--- src/rtl/isl_pkg.sv ---
`timescale 1ns / 1ps

package isl_pkg;

	localparam int DEPTH      = 16;
	localparam int DATA_WIDTH = 32;

	// port widths fixed by the item format
	localparam int OP_W    = 3;
	localparam int POS_W   = 5;
	localparam int VALUE_W = 32;
	localparam int STAT_W  = 2;
	localparam int CAP_W   = 5;

	localparam int CNT_W = $clog2(DEPTH + 1);
	localparam int IDX_W = (DEPTH > 1) ? $clog2(DEPTH) : 1;
	// common width for comparing positions, counts and cell indexes
	localparam int CMP_W = 16;

	localparam logic [CAP_W-1:0] CAP_RESET = CAP_W'(16);

	typedef enum logic [OP_W-1:0] {
		OP_READ    = 3'd0,
		OP_COMPARE = 3'd1,
		OP_SEARCH  = 3'd2,
		OP_INSERT  = 3'd3,
		OP_DELETE  = 3'd4
	} isl_op_t;

	typedef enum logic [STAT_W-1:0] {
		ST_OK       = 2'd0,
		ST_OVERFLOW = 2'd1,
		ST_RANGE    = 2'd2,
		ST_MISS     = 2'd3
	} isl_status_t;

	typedef struct packed {
		logic load_value;
		logic take_lower;
		logic take_upper;
	} isl_cell_ctl_t;

endpackage

--- src/rtl/isl_cell.sv ---
`timescale 1ns / 1ps

module isl_cell
	import isl_pkg::*;
(
	input  logic                  clk,
	input  isl_cell_ctl_t         ctl,
	input  logic [DATA_WIDTH-1:0] value,
	input  logic [DATA_WIDTH-1:0] lower_entry,
	input  logic [DATA_WIDTH-1:0] upper_entry,
	output logic [DATA_WIDTH-1:0] entry,
	output logic                  match
);

	logic [DATA_WIDTH-1:0] entry_q;

	always_ff @(posedge clk) begin
		if (ctl.load_value) begin
			entry_q <= value;
		end else if (ctl.take_lower) begin
			entry_q <= lower_entry;
		end else if (ctl.take_upper) begin
			entry_q <= upper_entry;
		end
	end

	assign entry = entry_q;
	assign match = (entry_q == value);

endmodule

--- src/rtl/indexed_shift_list.sv ---
`timescale 1ns / 1ps

// channel   direction  handshake          payload
// command   in         start & !busy      op, position, value
// result    out        done (one cycle)   status, found_position, read_value,
//                                         entry_count, is_empty
// config    in         cfg_we             cfg_wdata (capacity limit)
//
// one item per cycle: each cell shifts, loads or compares its entry in the
// accept cycle, and the result shows on done in the cycle after.
// busy stays low; the cell row and the search encoder keep up with any rate.
// reset clears the length count and sets the capacity limit to 16; entries
// hold no reset and are only read once written by an insert.
// the receiver cannot stall: each result is valid for exactly one cycle.
module indexed_shift_list
	import isl_pkg::*;
(
	input  logic               clk,
	input  logic               arst_n,
	input  logic               start,
	output logic               busy,
	input  logic [OP_W-1:0]    op,
	input  logic [POS_W-1:0]   position,
	input  logic [VALUE_W-1:0] value,
	input  logic               cfg_we,
	input  logic [CAP_W-1:0]   cfg_wdata,
	output logic               done,
	output logic [STAT_W-1:0]  status,
	output logic [POS_W-1:0]   found_position,
	output logic [VALUE_W-1:0] read_value,
	output logic [POS_W-1:0]   entry_count,
	output logic               is_empty
);

	logic [CAP_W-1:0]       cap_q;
	logic [CNT_W-1:0]       count_q;
	logic                   done_q;
	isl_status_t            status_q;
	logic [CNT_W-1:0]       found_q;
	logic [DATA_WIDTH-1:0]  rd_q;
	logic [CNT_W-1:0]       count_out_q;

	logic [DATA_WIDTH-1:0]  v;
	logic [DATA_WIDTH-1:0]  cell_entry [DEPTH];
	logic [DEPTH-1:0]       cell_match;
	isl_cell_ctl_t          cell_ctl [DEPTH];

	logic                   accept;
	logic [CMP_W-1:0]       pos_c;
	logic [CMP_W-1:0]       cnt_c;
	logic [CMP_W-1:0]       lim_c;
	logic [CMP_W-1:0]       pos_m1;
	logic                   pos_valid;
	logic                   ins_ok;
	logic                   del_ok;
	logic [DATA_WIDTH-1:0]  entry_at_pos;
	logic [CNT_W-1:0]       found;
	logic [CNT_W-1:0]       count_next;
	isl_status_t            status_d;
	logic [DATA_WIDTH-1:0]  rd_d;
	logic [CNT_W-1:0]       found_d;

	assign v      = DATA_WIDTH'(value);
	assign accept = start && !busy;
	assign busy   = 1'b0;

	assign pos_c  = CMP_W'(position);
	assign cnt_c  = CMP_W'(count_q);
	assign lim_c  = (CMP_W'(cap_q) < CMP_W'(DEPTH)) ? CMP_W'(cap_q) : CMP_W'(DEPTH);
	assign pos_m1 = pos_c - CMP_W'(1);

	assign pos_valid = (pos_c != '0) && (pos_c <= cnt_c);
	assign ins_ok    = accept && (op == OP_INSERT) && (cnt_c < lim_c) && (pos_c <= cnt_c);
	assign del_ok    = accept && (op == OP_DELETE) && pos_valid;

	assign entry_at_pos = cell_entry[pos_m1[IDX_W-1:0]];

	// per-cell moves: insert opens a slot at the position, delete closes it
	always_comb begin
		for (int i = 0; i < DEPTH; i++) begin
			cell_ctl[i].load_value = ins_ok && (pos_c == CMP_W'(i));
			cell_ctl[i].take_lower = ins_ok && (CMP_W'(i) > pos_c);
			cell_ctl[i].take_upper = del_ok && (CMP_W'(i) >= pos_m1);
		end
	end

	genvar g;
	generate
		for (g = 0; g < DEPTH; g++) begin : g_cell
			logic [DATA_WIDTH-1:0] lower_entry;
			logic [DATA_WIDTH-1:0] upper_entry;

			if (g == 0) begin : g_first
				assign lower_entry = '0;
			end else begin : g_mid_lo
				assign lower_entry = cell_entry[g-1];
			end

			if (g == DEPTH - 1) begin : g_last
				assign upper_entry = cell_entry[g];
			end else begin : g_mid_hi
				assign upper_entry = cell_entry[g+1];
			end

			isl_cell u_cell (
				.clk         (clk),
				.ctl         (cell_ctl[g]),
				.value       (v),
				.lower_entry (lower_entry),
				.upper_entry (upper_entry),
				.entry       (cell_entry[g]),
				.match       (cell_match[g])
			);
		end
	endgenerate

	// priority encoder: lowest live matching cell wins
	always_comb begin
		found = '0;
		for (int i = DEPTH - 1; i >= 0; i--) begin
			if (cell_match[i] && (CMP_W'(i) < cnt_c)) begin
				found = CNT_W'(i + 1);
			end
		end
	end

	always_comb begin
		status_d   = ST_OK;
		rd_d       = '0;
		found_d    = '0;
		count_next = count_q;
		case (op)
			OP_READ: begin
				if (!pos_valid) begin
					status_d = ST_RANGE;
				end else begin
					rd_d = entry_at_pos;
				end
			end
			OP_COMPARE: begin
				if (!pos_valid) begin
					status_d = ST_RANGE;
				end else begin
					rd_d = entry_at_pos;
					if (entry_at_pos != v) begin
						status_d = ST_MISS;
					end
				end
			end
			OP_SEARCH: begin
				found_d  = found;
				status_d = (found == '0) ? ST_MISS : ST_OK;
			end
			OP_INSERT: begin
				if (cnt_c >= lim_c) begin
					status_d = ST_OVERFLOW;
				end else if (pos_c > cnt_c) begin
					status_d = ST_RANGE;
				end else begin
					count_next = count_q + CNT_W'(1);
				end
			end
			OP_DELETE: begin
				if (!pos_valid) begin
					status_d = ST_RANGE;
				end else begin
					count_next = count_q - CNT_W'(1);
				end
			end
			default: begin
				status_d = ST_OK;
			end
		endcase
	end

	always_ff @(posedge clk or negedge arst_n) begin
		if (!arst_n) begin
			cap_q   <= CAP_RESET;
			count_q <= '0;
			done_q  <= 1'b0;
		end else begin
			if (cfg_we) begin
				cap_q <= cfg_wdata;
			end
			if (accept) begin
				count_q <= count_next;
			end
			done_q <= accept;
		end
	end

	always_ff @(posedge clk) begin
		if (accept) begin
			status_q    <= status_d;
			found_q     <= found_d;
			rd_q        <= rd_d;
			count_out_q <= count_next;
		end
	end

	assign done           = done_q;
	assign status         = status_q;
	assign found_position = POS_W'(found_q);
	assign read_value     = VALUE_W'(rd_q);
	assign entry_count    = POS_W'(count_out_q);
	assign is_empty       = (count_out_q == '0);

endmodule

--- config.mk ---
export PLATFORM = sky130hd
export DESIGN_NAME = indexed_shift_list
export DESIGN_NICKNAME = d
export VERILOG_FILES = /design/src/rtl/isl_pkg.sv /design/src/rtl/isl_cell.sv /design/src/rtl/indexed_shift_list.sv
export SDC_FILE = /design/constraint.sdc
export NUM_CORES = 2
export LEC_CHECK = 0
export BUFFER_PORTS_ARGS = -buffer_cell sky130_fd_sc_hd__buf_2
export CAP_MARGIN = 15
export CORE_ASPECT_RATIO = 0.9
export CORE_MARGIN = 2
export CORE_UTILIZATION = 40
export DETAILED_ROUTE_END_ITERATION = 16
export GPL_ROUTABILITY_DRIVEN = 0
export HOLD_SLACK_MARGIN = 0.12
export PLACE_DENSITY = 0.65
export SLEW_MARGIN = 20
export SYNTH_ARGS = -nofsm -noshare
export SYNTH_HDL_FRONTEND = slang
export SYNTH_HIERARCHICAL = 1
export SYNTH_SLANG_ARGS = --single-unit
--- constraint.sdc ---
create_clock -name clk -period 6.3 [get_ports clk]
set_input_delay 0.63 -clock clk [delete_from_list [all_inputs] [get_ports clk]]
set_output_delay 0.63 -clock clk [all_outputs]
set_load 0.02 [all_outputs]
# --- Word level (Yosys, flattened, before mapping) ---
# Index checks and enable logic that the tools add are counted.
classes:
  magnitude_cmp: 53
  reduce_logical: 93
  bitwise: 1
  n_addsub: 3
  eq_ne: 36
  mux: 78
op_table:
  columns: ["op", "n"]
  rows:
  - ["32-bit two-way mux", 49]
  - ["32-bit equality test", 16]
  - ["32-bit binary-select mux with 4-bit select", 1]
  - ["4-bit by 16-bit >= comparator with 1-bit output, first input constant", 7]
  - ["5-bit two-way mux", 20]
  - ["1-bit logical AND", 69]
  - ["3-bit by 16-bit >= comparator with 1-bit output, first input constant", 4]
  - ["3-bit nonzero test", 15]
  - ["5-bit by 4-bit equality test with 1-bit output, second input constant", 8]
  - ["4-bit by 5-bit > comparator with 1-bit output, first input constant", 8]
  - ["4-bit by 5-bit < comparator with 1-bit output, first input constant", 8]
  - ["1-bit by 16-bit >= comparator with 1-bit output, first input constant", 2]
  - ["2-bit by 16-bit >= comparator with 1-bit output, first input constant", 2]
  - ["32-bit != test", 1]
  - ["5-bit by 3-bit equality test with 1-bit output, second input constant", 4]
  - ["3-bit by 5-bit > comparator with 1-bit output, first input constant", 4]
  - ["3-bit by 5-bit < comparator with 1-bit output, first input constant", 4]
  - ["16-bit zero test", 1]
  - ["16-bit nonzero test", 1]
  - ["2-bit two-way mux", 6]
  - ["5-bit by 2-bit equality test with 1-bit output, second input constant", 2]
  - ["1-bit by 5-bit > comparator with 1-bit output, first input constant", 2]
  - ["2-bit by 5-bit > comparator with 1-bit output, first input constant", 2]
  - ["5-bit zero test", 2]
  - ["other kinds (22)", 26]
word_totals:
  ff_bits: 567
  out_inout_bits: 47

# --- Longest topological paths before layout ---
depth:
  ltp_word: 21
  mapped_depth: 20
  ltp_nobuf: 12

# --- Modules after synthesis ---
# Netlist, hierarchy kept.
by_module_without_submodules:
  columns: ["module", "n_inst", "area_per_inst_um2", "seq_area_each_um2", "cells_each"]
  rows:
  - ["isl_cell", 16, 1984.4, 960.9, 183]
  - ["indexed_shift_list", 1, 8364.3, 1597.8, 751]

# --- Worst setup path after synthesis ---
# Ideal clock, no wire load.
synth_timing:
  path_type: "input to register"
  start: "in position[0]"
  end: "reg g_cell[2].u_cell.entry_q[0] (enable)"
  path_stages: 18
  setup_slack_ps: 1495
  t_arrival_ps: 4415
  setup_time_ps: 390
  t_required_ps: 5910
  cell_sequence: "buf_2 -> buf_6 -> buf_4 -> buf_4 -> inv_2 -> ha_1 -> nand2b_1 -> a21oi_1 -> o31ai_1 -> nand2_1 -> or4_1 -> clkbuf_1 -> or2_2 -> clkbuf_1 -> nor2_1 -> and2_1 -> buf_2 -> or3_1"
synth_lines:
  columns: ["item", "line", "source"]
  rows:
  - ["from (decl)", "indexed_shift_list.sv:23", "input logic [POS_W-1:0] position,"]
  - ["to (signal assigned)", "isl_cell.sv:19", "entry_q <= value;"]
  - ["to (signal assigned)", "isl_cell.sv:21", "entry_q <= lower_entry;"]
  - ["to (signal assigned)", "isl_cell.sv:23", "entry_q <= upper_entry;"]
  - ["to (decl)", "isl_cell.sv:15", "logic [DATA_WIDTH-1:0] entry_q;"]

==> metrics.txt <==
startpoint types=flip-flop; Post-synth EDFFs=556; Routed WL=131,000 microns; DR vias=a little over 30,000; Worst Path Required=6.66 ns; die height=roughly 300 microns; Max-slew headroom=0.123; root buf cell=clkbuf_16; Tmin final=between 4 and 5 ns; global route overflow=0; vias in the first global route=28,900; non-filler instance count after layout=~5,000; GRT Util Overall=0.249; Via density=between 5 and 6; Final Cycle Share=0.788; P_int=approximately 7.1 mW; CTS hold repair buffers=1; FMAX=approximately 0.20 GHz; Layout Skew=between 0.03 and 0.04 ns; Distinct cells, synth=80; first-pass GRT wire length=195,000 microns; CTS H-tree lvls=2; Crit Path Max Fanout=24; Clk network pwr share=0.380; CP endpoint kind=flip-flop; die width=around 340 microns; # nets final=roughly 3,800; synthesis-to-finish area growth=10.4%; Core ar.=approximately 0.10 sq mm; Seq/Total Area, Yosys=0.423; power per cell area=227 mW/mm^2; share of cells above drive strength 1=0.131; I/O pins=between 90 and 100; Rows=110; DR DRC count=0; Post-Route Utilization=0.444; DP HPWL=between 90,000 and 100,000 microns; Setup Fix Bufs, Post-CTS=0; Syn. warnings=6; synth cell count leaders=nand2_1 (582), mux2i_1 (568), edfxtp_1 (556); combinational group share of total power=0.176; PortBufs=94; die area=a little over 0.1 sq mm; Reg power frac=0.444; actual slew at the worst max-slew pin=1.28 ns; Setup TNS=0 ns; CTS Buf Count=61; max-slew violations=0; Synth Register Bits=567; most frequent cell after synthesis=nand2_1; WP data arrival=~5.3 ns; CTS tree=built; Top FF cell, synth=edfxtp_1; Synth area leaders=edfxtp_1 (42%), mux2i_1 (14%), xor2_1 (12%), mux4_2 (6.8%), o21ai_0 (6.7%); Starting DRT DRC Count=between 3,000 and 4,000; cell area after synthesis=around 0.040 sq mm; post-synth top area share=0.416; Worst-path clk slew=~0.060 ns; endpoints failing setup=0; Initial Util=0.402; Synth area leader=edfxtp_1; Finished Cell Area=approximately 0.044 sq mm; post-route ant nets=0; Setup WS post-layout=~1.3 ns; Leakage=about 14 nW; outcome=completed; largest net degree at the start of global routing=between 60 and 70; dpl cells=approximately 5,000; post-CTS resize count=0; RSZ-0062 raised after global routing=no; CP Class=flip-flop to flip-flop; peak supply drop=0.000223 V; DRT Pass-1 Iters=6; pre-CTS WS=1.33 ns; max-cap viol count=0; switching portion of total power=0.296; WL/cell=between 20 and 30 microns; Max Root-Sink Buffers=3; worst-skew pair later-pin latency=0.68 ns; synthesized instance count=between 3,000 and 4,000; worst hold path class=input port to flip-flop; Psw=a little under 3 mW; ys async rst share=0.0194; CTS sink cnt=between 500 and 600; Mean Syn Cell Area=around 11 sq um; Post-Place Cell Area=approximately 0.042 sq mm; final hold vios=0; initial antenna violation count=6
## routing by layer
layer  vias to the layer above  wire length (microns)  global-route usage
met1                     15100                  54800               0.348
met5                         -                     37                   0
li1                      13700                      -                   -
met4                         6                   4150              0.0735
met3                       213                  12900              0.0622
met2                      1549                  58900               0.381
## worst paths after layout
kind	slack, ns	depth (start not counted)	to	from
worst max register to register	1.33	12	g_cell[3].u_cell/entry[15]$_DFFE_PP_	count_q[1]$_DFFE_PN0P_
min in group asynchronous	0.37	2	cap_q[1]$_DFFE_PN0P_	arst_n
worst max-delay path	1.33	12	g_cell[3].u_cell/entry[15]$_DFFE_PP_	count_q[1]$_DFFE_PN0P_
max in group asynchronous	5.66	2	cap_q[4]$_DFFE_PN1P_	arst_n
worst min-delay path	0.19	3	cap_q[4]$_DFFE_PN1P_	cfg_wdata[4]
worst min register to register	0.51	1	cap_q[0]$_DFFE_PN0P_	cap_q[0]$_DFFE_PN0P_
## power groups by stage
stage | Combinational (mW) | Clock, mW | Sequential [mW]
2_1_floorplan | 1.06 | 0 | 4.50
3_3_place_gp | 1.69 | 0 | 4.54
3_5_place_dp | 1.71 | 0 | 4.54
4_1_cts | 1.72 | 3.86 | 4.46
5_1_grt | 1.88 | 3.99 | 4.49
6_report | 1.77 | 3.82 | 4.47
## cell families after synthesis
group                      count (synthesis)  share of synthesized area
other                                      1                  0.0000935
xor gates and xnor gates                 561                      0.123
muxes                                    711                      0.219
and+or+nand+nor                          928                      0.105
DFF                                      567                      0.423
AOI/OAI and AO/OA                        628                     0.0837
buffers and inverters                    264                     0.0401
adders and majority gates                 19                    0.00586
## cells in the final DEF (no fill, tap or decap), types with 12 or more instances in the layout
cell type,instances
edfxtp_1,556
buf_4,101
xnor2_1,22
mux4_2,121
or3_1,18
clkinv_1,14
clkbuf_16,66
inv_1,21
o21ai_0,535
mux2i_1,568
buf_12,14
a21oi_1,19
nor4_1,133
conb_1,33
nor2_4,12
and3_1,34
nand4_1,37
xor2_1,537
clkinv_2,15
nor2_1,60
nand2_1,582
buf_2,93
mux2_2,12
ha_1,17
## area by class of cell
cell class / instances / area [sq um]
diodes: 1 / 2.50
clock buffers: 70 / 1680
fillers: 9172 / 55500
inverters: 22 / 82.6
flip-flops and latches: 567 / 17000
well taps: 1344 / 1680
multi-input cells: 2880 / 21900
repair buffers: 210 / 1530
clock inverters: 44 / 399
## critical path, stage by stage, from the launching register on
cell	delay [ns]
dfrtp_1	0.77
inv_1	0.28
ha_1	0.36
nand2b_1	0.08
a21oi_1	0.06
o31ai_1	0.47
nand2_1	0.15
or4_1	0.43
buf_4	0.25
or3_1	0.58
a21oi_4	0.47
or3_1	0.48
buf_12	0.25
## stage by stage
step	total power [mW]	hold slack (ns)
global route	10.4	0.196
detailed placement	6.26	0.503
floorplan	5.56	0.334
global placement	6.23	0.490
finish	10.1	0.194
CTS	10.0	0.170
## flip-flops by register name (all words and copies together) (netlist names)
name                 count
done                     1
read_value              32
status                   2
entry_count              5
count_q                  5
g_cell.u_cell/entry    512
cap_q                    5
found_position           5
(Power assumes the default switching activity.)
